**src/hw/rtl/jmwc_pkg.sv**
```systemverilog
// Shared types, marker codes and phase codes of the JPEG marker walk carver.
// Depends on nothing; every module of the block imports it.
package jmwc_pkg;

    localparam int POS_BITS = 32;
    localparam int LEN_BITS = 32;
    localparam int SKIP_BITS = 17;

    localparam logic [POS_BITS-1:0] POS_MAX = {POS_BITS{1'b1}};
    localparam logic [31:0] SCAN_LIMIT_RESET = 32'd52428800;

    // Parse phases.
    localparam logic [2:0] PH_IDLE = 3'd0;
    localparam logic [2:0] PH_SOI  = 3'd1;
    localparam logic [2:0] PH_HDR  = 3'd2;
    localparam logic [2:0] PH_SKIP = 3'd3;
    localparam logic [2:0] PH_SCAN = 3'd4;

    // Outcome codes.
    localparam logic [1:0] OUT_FOUND   = 2'd0;
    localparam logic [1:0] OUT_BAD     = 2'd1;
    localparam logic [1:0] OUT_HDR_END = 2'd2;
    localparam logic [1:0] OUT_NO_END  = 2'd3;

    // Marker codes.
    localparam logic [15:0] MK_SOI  = 16'hffd8;
    localparam logic [15:0] MK_EOI  = 16'hffd9;
    localparam logic [15:0] MK_SOS  = 16'hffda;
    localparam logic [15:0] MK_COM  = 16'hfffe;
    localparam logic [15:0] MK_SOF0 = 16'hffc0;
    localparam logic [15:0] MK_DHT  = 16'hffc4;
    localparam logic [15:0] MK_SOF2 = 16'hffc2;
    localparam logic [15:0] MK_DQT  = 16'hffdb;
    localparam logic [15:0] MK_DRI  = 16'hffdd;
    localparam logic [15:0] MK_APP_MASK = 16'hfff0;
    localparam logic [15:0] MK_APP  = 16'hffe0;
    localparam logic [15:0] MK_RST_MASK = 16'hfff8;
    localparam logic [15:0] MK_RST  = 16'hffd0;
    localparam logic [7:0]  BYTE_FF = 8'hff;
    localparam logic [7:0]  BYTE_D9 = 8'hd9;

    typedef struct packed {
        logic [7:0] data_byte;
        logic       first_byte;
        logic       final_byte;
    } t_item;

    typedef struct packed {
        logic                valid;
        logic [1:0]          outcome;
        logic [LEN_BITS-1:0] image_length;
    } t_result;

    // Markers that carry a length field (DRI included, its length is fixed).
    function automatic logic is_len_marker(input logic [15:0] mk);
        return mk == MK_COM || mk == MK_SOF0 || mk == MK_DHT || mk == MK_SOF2 ||
               mk == MK_DQT || mk == MK_DRI || (mk & MK_APP_MASK) == MK_APP ||
               (mk & MK_RST_MASK) == MK_RST;
    endfunction

endpackage

```
**src/hw/rtl/jmwc_in_stage.sv**
```systemverilog
// Input register of the JPEG marker walk carver: holds one accepted byte item.
// Depends on jmwc_pkg for the item type.
module jmwc_in_stage
    import jmwc_pkg::*;
(
    input  logic  i_clk,
    input  logic  i_rst_n,
    input  logic  i_valid,
    output logic  o_ready,
    input  t_item i_item,
    input  logic  i_go,
    output logic  o_valid,
    output t_item o_item
);

    logic  r_valid;
    logic  n_valid;
    t_item r_item;
    logic  accept;

    assign o_ready = !r_valid || i_go;
    assign accept  = i_valid && o_ready;

    always_comb begin
        if (accept) begin
            n_valid = 1'b1;
        end else if (i_go) begin
            n_valid = 1'b0;
        end else begin
            n_valid = r_valid;
        end
    end

    always_ff @(posedge i_clk) begin
        if (!i_rst_n) begin
            r_valid <= 1'b0;
        end else begin
            r_valid <= n_valid;
        end
    end

    always_ff @(posedge i_clk) begin
        if (accept) begin
            r_item <= i_item;
        end
    end

    assign o_valid = r_valid;
    assign o_item  = r_item;

endmodule

```
**src/hw/rtl/jmwc_parser.sv**
```systemverilog
// Parse state and single-step next-state logic of the JPEG marker walk carver.
// Depends on jmwc_pkg for marker codes, phase codes and the item/result types.
module jmwc_parser
    import jmwc_pkg::*;
(
    input  logic        i_clk,
    input  logic        i_rst_n,
    input  logic        i_go,
    input  t_item       i_item,
    input  logic [31:0] i_scan_limit,
    output t_result     o_result
);

    logic [2:0]           r_phase, n_phase;
    logic [POS_BITS-1:0]  r_pos, n_pos;
    logic [SKIP_BITS-1:0] r_skip, n_skip;
    logic [31:0]          r_hdr, n_hdr;
    logic [2:0]           r_cnt, n_cnt;
    logic                 r_ff, n_ff;

    always_comb begin
        logic [POS_BITS-1:0]  cur;
        logic [SKIP_BITS-1:0] seg;
        logic [POS_BITS:0]    len_ext;
        logic                 do_two;
        logic                 has;
        logic [1:0]           code;
        logic [15:0]          mk;

        n_phase = r_phase;
        n_pos   = r_pos;
        n_skip  = r_skip;
        n_hdr   = r_hdr;
        n_cnt   = r_cnt;
        n_ff    = r_ff;
        has     = 1'b0;
        code    = OUT_FOUND;
        len_ext = '0;
        do_two  = 1'b0;
        seg     = '0;
        mk      = '0;

        if (i_item.first_byte) begin
            n_phase = PH_SOI;
            n_pos   = '0;
            n_skip  = '0;
            n_hdr   = '0;
            n_cnt   = '0;
            n_ff    = 1'b0;
        end
        cur = n_pos;

        if (n_phase != PH_IDLE) begin
            n_pos = (cur != POS_MAX) ? cur + 1'b1 : cur;
            case (n_phase)
                PH_SOI: begin
                    n_hdr = {n_hdr[23:0], i_item.data_byte};
                    n_cnt = n_cnt + 3'd1;
                    if (n_cnt >= 3'd2) begin
                        if (n_hdr[15:0] == MK_SOI) begin
                            n_cnt   = '0;
                            n_phase = PH_HDR;
                        end else begin
                            has  = 1'b1;
                            code = OUT_BAD;
                        end
                    end
                end
                PH_HDR: begin
                    n_hdr = {n_hdr[23:0], i_item.data_byte};
                    n_cnt = n_cnt + 3'd1;
                    if (n_cnt == 3'd2) begin
                        do_two = 1'b1;
                    end else if (n_cnt >= 3'd4) begin
                        seg = (n_hdr[31:16] == MK_DRI) ? SKIP_BITS'(6)
                            : {1'b0, n_hdr[15:0]} + SKIP_BITS'(2);
                        if (seg >= SKIP_BITS'(4)) begin
                            n_cnt  = '0;
                            n_skip = seg - SKIP_BITS'(4);
                            if (n_skip != '0) begin
                                n_phase = PH_SKIP;
                            end
                        end else if (seg == SKIP_BITS'(2)) begin
                            // The length bytes are replayed as the next marker.
                            n_hdr  = {16'h0000, n_hdr[15:0]};
                            n_cnt  = 3'd2;
                            do_two = 1'b1;
                        end else begin
                            n_hdr = {24'h000000, n_hdr[7:0]};
                            n_cnt = 3'd1;
                        end
                    end
                end
                PH_SKIP: begin
                    if (n_skip != '0) begin
                        n_skip = n_skip - 1'b1;
                    end
                    if (n_skip == '0) begin
                        n_phase = PH_HDR;
                    end
                end
                PH_SCAN: begin
                    if (n_cnt != '0) begin
                        if (n_ff && i_item.data_byte == BYTE_D9 &&
                            (n_cnt == 3'd1 ||
                             (cur - 1'b1) < POS_BITS'(i_scan_limit))) begin
                            has     = 1'b1;
                            code    = OUT_FOUND;
                            len_ext = {1'b0, cur} + 1'b1;
                        end else if (cur >= POS_BITS'(i_scan_limit)) begin
                            has  = 1'b1;
                            code = OUT_NO_END;
                        end
                    end
                    if (n_cnt < 3'd2) begin
                        n_cnt = n_cnt + 3'd1;
                    end
                    n_ff = (i_item.data_byte == BYTE_FF);
                end
                default: begin
                end
            endcase

            if (do_two) begin
                mk = n_hdr[15:0];
                if (mk == MK_SOI || mk == MK_EOI) begin
                    n_cnt = '0;
                end else if (mk == MK_SOS) begin
                    n_cnt   = '0;
                    n_ff    = 1'b0;
                    n_phase = PH_SCAN;
                end else if (!is_len_marker(mk)) begin
                    has  = 1'b1;
                    code = OUT_BAD;
                end
            end

            if (!has && i_item.final_byte) begin
                has  = 1'b1;
                code = (n_phase == PH_SCAN) ? OUT_NO_END : OUT_HDR_END;
            end
            if (has) begin
                n_phase = PH_IDLE;
            end
        end

        o_result.valid   = has;
        o_result.outcome = code;
        if (code != OUT_FOUND) begin
            o_result.image_length = '0;
        end else if (len_ext[POS_BITS:LEN_BITS] != '0) begin
            o_result.image_length = {LEN_BITS{1'b1}};
        end else begin
            o_result.image_length = len_ext[LEN_BITS-1:0];
        end
    end

    always_ff @(posedge i_clk) begin
        if (!i_rst_n) begin
            r_phase <= PH_IDLE;
            r_pos   <= '0;
            r_skip  <= '0;
            r_hdr   <= '0;
            r_cnt   <= '0;
            r_ff    <= 1'b0;
        end else if (i_go) begin
            r_phase <= n_phase;
            r_pos   <= n_pos;
            r_skip  <= n_skip;
            r_hdr   <= n_hdr;
            r_cnt   <= n_cnt;
            r_ff    <= n_ff;
        end
    end

endmodule

```
**src/hw/rtl/jmwc_out_stage.sv**
```systemverilog
// Result register of the JPEG marker walk carver: holds one result until taken.
// Depends on jmwc_pkg for the result type.
module jmwc_out_stage
    import jmwc_pkg::*;
(
    input  logic                i_clk,
    input  logic                i_rst_n,
    input  logic                i_load,
    input  t_result             i_result,
    output logic                o_can_take,
    output logic                o_valid,
    input  logic                i_ready,
    output logic [LEN_BITS-1:0] o_length,
    output logic [1:0]          o_outcome
);

    logic                r_valid;
    logic                n_valid;
    logic [LEN_BITS-1:0] r_length;
    logic [1:0]          r_outcome;

    assign o_can_take = !r_valid || i_ready;

    always_comb begin
        if (i_load) begin
            n_valid = 1'b1;
        end else if (i_ready) begin
            n_valid = 1'b0;
        end else begin
            n_valid = r_valid;
        end
    end

    always_ff @(posedge i_clk) begin
        if (!i_rst_n) begin
            r_valid <= 1'b0;
        end else begin
            r_valid <= n_valid;
        end
    end

    always_ff @(posedge i_clk) begin
        if (i_load) begin
            r_length  <= i_result.image_length;
            r_outcome <= i_result.outcome;
        end
    end

    assign o_valid   = r_valid;
    assign o_length  = r_length;
    assign o_outcome = r_outcome;

endmodule

```
**src/hw/rtl/jpeg_marker_walk_carver.sv**
```systemverilog
// Top level of the JPEG marker walk carver: input register, parser, result register
// and the scan limit register. Depends on jmwc_pkg, jmwc_in_stage, jmwc_parser, jmwc_out_stage.
//
//   channel   direction  handshake                  payload
//   s         in         i_s_tvalid / o_s_tready    tdata data_byte, tuser first_byte,
//                                                   tlast final_byte
//   m         out        o_m_tvalid / i_m_tready    tdata image_length, tuser outcome
//   cfg       in         i_cfg_valid / o_cfg_ready  i_cfg_data scan_limit
//
// One byte is accepted per cycle unless held; a result passes the input and result registers.
// The parser steps one byte per cycle from the input register into the result register.
// A full result register that is not taken holds the parser and then the input side.
// Reset is synchronous and active low; it returns the parser to idle and the limit to
// its default. The configuration channel is always ready.
module jpeg_marker_walk_carver
    import jmwc_pkg::*;
(
    input  logic        i_clk,
    input  logic        i_rst_n,

    input  logic        i_s_tvalid,
    output logic        o_s_tready,
    input  logic [7:0]  i_s_tdata,   // [7:0] data_byte
    input  logic        i_s_tuser,   // [0] first_byte
    input  logic        i_s_tlast,   // final_byte

    output logic        o_m_tvalid,
    input  logic        i_m_tready,
    output logic [31:0] o_m_tdata,   // [31:0] image_length
    output logic [1:0]  o_m_tuser,   // [1:0] outcome

    input  logic        i_cfg_valid,
    output logic        o_cfg_ready,
    input  logic [31:0] i_cfg_data
);

    logic        cfg_write;
    logic [31:0] r_limit;
    t_item       s_item;
    t_item       p_item;
    logic        p_valid;
    logic        can_take;
    logic        go;
    t_result     result;

    assign o_cfg_ready = 1'b1;
    assign cfg_write   = i_cfg_valid && o_cfg_ready;

    always_ff @(posedge i_clk) begin
        if (!i_rst_n) begin
            r_limit <= SCAN_LIMIT_RESET;
        end else if (cfg_write) begin
            r_limit <= i_cfg_data;
        end
    end

    assign s_item.data_byte  = i_s_tdata;
    assign s_item.first_byte = i_s_tuser;
    assign s_item.final_byte = i_s_tlast;

    assign go = p_valid && can_take;

    jmwc_in_stage u_in (
        .i_clk   (i_clk),
        .i_rst_n (i_rst_n),
        .i_valid (i_s_tvalid),
        .o_ready (o_s_tready),
        .i_item  (s_item),
        .i_go    (go),
        .o_valid (p_valid),
        .o_item  (p_item)
    );

    jmwc_parser u_parser (
        .i_clk        (i_clk),
        .i_rst_n      (i_rst_n),
        .i_go         (go),
        .i_item       (p_item),
        .i_scan_limit (r_limit),
        .o_result     (result)
    );

    jmwc_out_stage u_out (
        .i_clk      (i_clk),
        .i_rst_n    (i_rst_n),
        .i_load     (go && result.valid),
        .i_result   (result),
        .o_can_take (can_take),
        .o_valid    (o_m_tvalid),
        .i_ready    (i_m_tready),
        .o_length   (o_m_tdata),
        .o_outcome  (o_m_tuser)
    );

endmodule

```
**config.mk**
```make
export PLATFORM = sky130hd
export DESIGN_NAME = jpeg_marker_walk_carver
export DESIGN_NICKNAME = d
export VERILOG_FILES = /design/src/hw/rtl/jmwc_pkg.sv /design/src/hw/rtl/jmwc_in_stage.sv /design/src/hw/rtl/jmwc_parser.sv /design/src/hw/rtl/jmwc_out_stage.sv /design/src/hw/rtl/jpeg_marker_walk_carver.sv
export SDC_FILE = /design/constraint.sdc
export NUM_CORES = 1
export LEC_CHECK = 0
export BUFFER_PORTS_ARGS = -buffer_cell sky130_fd_sc_hd__buf_2
export CAP_MARGIN = 20
export CORE_ASPECT_RATIO = 1.5
export CORE_MARGIN = 2
export CORE_UTILIZATION = 31
export DETAILED_ROUTE_END_ITERATION = 7
export GPL_TIMING_DRIVEN = 0
export SETUP_SLACK_MARGIN = 0.1
export SKIP_CTS_REPAIR_TIMING = 1
export SLEW_MARGIN = 25
export SYNTH_ARGS = -nofsm -noshare
export SYNTH_HDL_FRONTEND = slang
export SYNTH_SLANG_ARGS = --single-unit
```
**constraint.sdc**
```tcl
create_clock -name i_clk -period 18 [get_ports i_clk]
set_input_delay 4.5 -clock i_clk [delete_from_list [all_inputs] [get_ports i_clk]]
set_output_delay 4.5 -clock i_clk [all_outputs]
set_load 0.05 [all_outputs]
```
Word-level counts from Yosys, hierarchy flattened
Cells that the tools add are included.
{"block": "totals", "regBits": 166, "latch_bits": 0, "ram_bits": 0, "mem_bits_ro": 0, "input_bits": 47, "out_inout_bits": 37, "elab_cells": 176, "memories": 0}
{"block": "op_classes", "addsub": 7, "multipliers": 0, "n_div": 0, "n_lt_le_gt_ge": 6, "n_eq_ne": 24, "shift": 0, "muxes": 97, "bitwise_logic": 0, "n_reduce_logical": 28}
{"op": "$mux 32", "n": 10}
{"op": "$eq 16x16->1 const B", "n": 11}
{"op": "$mux 17", "n": 9}
{"op": "$mux 33", "n": 4}
{"op": "$mux 3", "n": 25}
{"op": "$pmux 32 s2", "n": 1}
{"op": "$pmux 17 s2", "n": 1}
{"op": "$reduce_bool 17->1", "n": 2}
{"op": "$add 32x1->33 const B", "n": 1}
{"op": "$add 32x1->32 const B", "n": 1}
{"op": "$ge 32x32->1", "n": 1}
{"op": "$lt 32x32->1", "n": 1}
{"op": "$ne 32x32->1 const B", "n": 1}
{"op": "$sub 32x1->32 const B", "n": 1}
{"op": "$mux 1", "n": 31}
{"op": "$mux 2", "n": 11}
{"op": "$pmux 3 s3", "n": 2}
{"op": "$add 16x2->17 const B", "n": 1}
{"op": "$eq 17x2->1 const B", "n": 1}
{"op": "$ge 17x3->1 const B", "n": 1}
{"op": "$logic_not 17->1", "n": 1}
{"op": "$sub 17x1->17 const B", "n": 1}
{"op": "$sub 17x3->17 const B", "n": 1}
{"op": "$eq 8x8->1 const B", "n": 2}
{"op": "other kinds (17)", "n": 41}

Depth between registers and ports, before layout
{"block": "logic_depth", "depth_word": 30, "depth_mapped": 25, "ltp_nobuf": 23}

By module
From an unflattened synthesis, not the netlist that was laid out.
{"block": "hier_totals", "cells_unflattened": 1468, "hier_area_um2": 11940.2}
{"module": "jmwc_parser", "n_inst": 1, "cells_per_inst": 1308, "area_per_inst_um2": 9252.6, "seq_area_each_um2": 1601.5}
{"module": "jpeg_marker_walk_carver", "n_inst": 1, "cells_per_inst": 107, "area_per_inst_um2": 1260.0, "seq_area_each_um2": 640.6}
{"module": "jmwc_out_stage", "n_inst": 1, "cells_per_inst": 38, "area_per_inst_um2": 1069.8, "seq_area_each_um2": 1041.0}
{"module": "jmwc_in_stage", "n_inst": 1, "cells_per_inst": 15, "area_per_inst_um2": 357.8, "seq_area_each_um2": 320.3}

Worst setup path before layout
Ideal clock, no wire load.
{"block": "synth_timing", "kind": "input -> output", "from": "in i_m_tready", "to": "out o_s_tready", "t_arrival_ns": 5.049, "setup_slack_ns": 8.451, "cell_stages": 2, "path_buffers": 0, "path_cell_list": "nor2b_1 nand2_1"}
{"block": "synth_via", "elab_chain_cells": 3}
{"element": "from (decl)", "line_no": "jpeg_marker_walk_carver.sv:28", "source": "input logic i_m_tready,"}
{"element": "$logic_or 1x1->1", "line_no": "jmwc_out_stage.sv:22", "source": "assign o_can_take = !r_valid || i_ready;"}
{"element": "$logic_and 1x1->1", "line_no": "jpeg_marker_walk_carver.sv:61", "source": "assign go = p_valid && can_take;"}
{"element": "$logic_or 1x1->1", "line_no": "jmwc_in_stage.sv:21", "source": "assign o_ready = !r_valid || i_go;"}
{"element": "to (decl)", "line_no": "jpeg_marker_walk_carver.sv:22", "source": "output logic o_s_tready,"}
Every way passes these cells.

Final worst setup path
Ends and elaborated chain as after synthesis.

==> impl_metrics.toml <==
[pwr]
p_leak_nw = 4.94
p_sw_mw = 0.251
power_frac_seq_pct = 45.1
vdd_drop_max_v = 0.0000437
total_power_mw = 0.838
clkPwrFrac_pct = 40.7
p_per_area_mw_per_mm2 = 62.7
comb_power_share_pct = 14.2
sw_frac_of_total_pct = 29.9
intPower_mw = 0.588

[place]
numPortBuffers = 81
gp_congestion = 0.946
dp_hpwl_mm = 32.3

[synthesis]
netlist.area_leader.share_pct = 19.4
ys_seq_elements = 158
syn_inst = 1525
avgSynthCellArea_um2 = 7.73
synth_ff_type = "dfxtp_1"
yosys-top-cells-area = "dfxtp_1, edfxtp_1, ha_1, nor2_1, nand2_1"
syn-cell-area_mm2 = 0.0118
synth_nets = 1647
yosysWarnings = 0
yosysUniqueCellTypes = 85
yosys.area.top_type = "dfxtp_1"
synth-edff-count = 44
ys_seq_area_share_pct = 30.6
synth-async-reset-ratio_pct = 0
yosysMostFrequentCell = "nor2_1"
synth_commonest_cells = "nor2_1, nand2_1, a21oi_1"

[grt]
grt_pass1_wl_mm = 63.0
grt_overflow_total = 0
grt_max_degree = 27
grt_pass1_vias = 11400
track_usage_pct = 20.6
antenna_found_initial = 0

[sta]
worst_slew_pin_slew_ns = 1.09
fin_tns_setup_ns = 0
rsz0062_at_grt = "false"
finalHoldViolations = 0
fmax_mhz = 103
fin_skew_ns = 0.0134
setup_viol = 0
slew_headroom_pct = 27.2
fin_crit_sh_pct = 53.7
maxSlewViolCount = 0
finalWorstPathRequiredPeriod_ns = 9.67

[die]
die_height_um = 243
pin_count = 84
die_area_mm2 = 0.0397
start_util_pct = 31.4
die_w_um = 163
fp.coreArea_mm2 = 0.0376
rows = 87

[layout]
nFillCells = 3935
n_antenna_cell = 0
area_growth_syn_to_layout_pct = 13.4
drive_gt1_share_pct = 9.58
nNetsFinal = 1748

[worst_setup_path]
cp-start-kind = "input port"
cp.arrival_ns = 5.17
worstPathMaxFanout = 5
worstSetupPathType = "in2out"
setup.worst_path.end_class = "primary output"
worstPathRequired_ns = 13.50

[clock_network]
clk_pin_slew_ns = 0.06
cts_buffers = 17
cts-root-buf = "clkbuf_16"
cts_tree = "yes"
cts_htree_levels = 4
clk_path_buf_depth = 2
clock_sinks = 158
clock_latency_ns = 0.46

[drt]
first_pass_iters = 8
initialDrtViolationCount = 923
viasPerCell = 5.56
wirelength_mm = 41.2
via_count = 11800
wl_per_cell_um = 19.4
final_antenna_net_count = 0
drcViolationCount = 0

[outcome]
status = "finished, final reports clean"

[flow_run]
maxCapViolCount = 0

[min_path]
hold_path_class = "reg2reg"
power by group through the flow:
stage	clock [mW]	combinational, mW	sequential, mW
final	0.341	0.119	0.378
after global routing	0.358	0.130	0.379
after CTS	0.348	0.119	0.378
after detailed placement	0	0.118	0.386
after global placement	0	0.115	0.386
after floorplan	0	0.0752	0.387
through the flow:
stage | hold WS [ns] | util, % | area, um2 | setup WS [ns] | std cells
global placement | 0.470 | 34.1 | 12800 | 7.96 | 2095
floorplan | 0.450 | - | 11800 | 8.45 | 1525
detailed placement | 0.474 | 34.2 | 12800 | 8.31 | 2096
finish | 0.485 | 35.6 | 13400 | 8.33 | 2128
CTS | 0.487 | 35.6 | 13400 | 8.31 | 2128
global route | 0.516 | 35.6 | 13400 | 8.24 | 2128
layout by cell type, fill, tap and decap left out, drive strengths merged, types with 6 or more instances in the layout:
cell / netlist / final
nand3b: 7 / 7
nand2b: 20 / 20
nor4: 21 / 21
o22ai: 6 / 6
o21ai: 93 / 93
and4: 9 / 9
ha: 75 / 75
o211ai: 9 / 9
and2: 9 / 9
a21oi: 118 / 118
and3: 13 / 13
buf: 32 / 114
inv: 66 / 69
nand2: 160 / 160
nand3: 57 / 57
o21a: 7 / 7
nand4: 27 / 27
xnor2: 47 / 47
xor2: 32 / 32
a31oi: 16 / 16
a22oi: 26 / 26
nor2: 192 / 192
nor2b: 39 / 39
a211oi: 18 / 18
or4: 7 / 7
nor3: 37 / 37
mux2i: 34 / 34
nor3b: 8 / 8
edfxtp: 44 / 44
o31ai: 12 / 12
clkinv: 0 / 6
dfxtp: 114 / 114
clkbuf: 74 / 93
cell families (layout without fill, tap and decap cells):
group / count (synthesis) / in the layout / synth area share [%]
AO/OA/AOI/OAI: 375 / 375 / 20.1
XOR/XNOR: 79 / 79 / 5.87
adder cells (fa/ha/maj): 75 / 75 / 7.96
buffers and inverters: 172 / 286 / 5.99
flip-flops: 158 / 158 / 30.6
multiplexers: 36 / 36 / 3.08
other: 1 / 1 / 0.0318
AND/OR/NAND/NOR: 629 / 629 / 26.4
layout make-up:
cell class | count | area [um2] | area share (%)
clock inverters | 13 | 91.3 | 0.683
multi-input cells | 1195 | 7490 | 56.0
plain buffers | 106 | 459 | 3.43
well taps | 489 | 612 | 4.58
flip-flops and latches | 158 | 3600 | 27.0
inverters | 66 | 248 | 1.85
clock buffers | 19 | 433 | 3.24
repair buffers | 82 | 433 | 3.24
final timing paths:
path	start	to	slack (ns)	cells after the start
max	i_m_tready	o_s_tready	8.33	4
min	u_parser.r_skip[16]	u_parser.r_skip[16]	0.48	2
max reg2reg	u_in.o_item[1]	u_out.o_length[12]	9.56	23
min reg2reg	u_parser.r_skip[16]	u_parser.r_skip[16]	0.48	2
metal layers:
layer / global-route usage (%) / part of all wire [%] / vias up
met5: 0 / 0 / -
met4: 14.2 / 7.2 / 0
met3: 3.35 / 5.4 / 149
met1: 20.8 / 35 / 5542
li1: - / - / 5679
met2: 38.2 / 52 / 467
worst max-delay path, stage by stage:
cell     delay, ns
buf_2         0.10
nor2b_1       0.25
nand2_1       0.11
buf_2         0.22
flip-flops by register name, indices dropped and copies added (netlist names):
| name | flops |
|---|---|
| u_parser.r_pos | 32 |
| u_parser.r_phase | 3 |
| u_parser.r_cnt | 3 |
| u_parser.r_skip | 17 |
| u_parser.r_ff | 1 |
| u_parser.r_hdr | 24 |
| r_limit | 32 |
| u_in.o_valid | 1 |
| u_in.o_item | 10 |
| u_out.o_valid | 1 |
| u_out.o_outcome | 2 |
| u_out.o_length | 32 |
(Power assumes the default switching activity.)
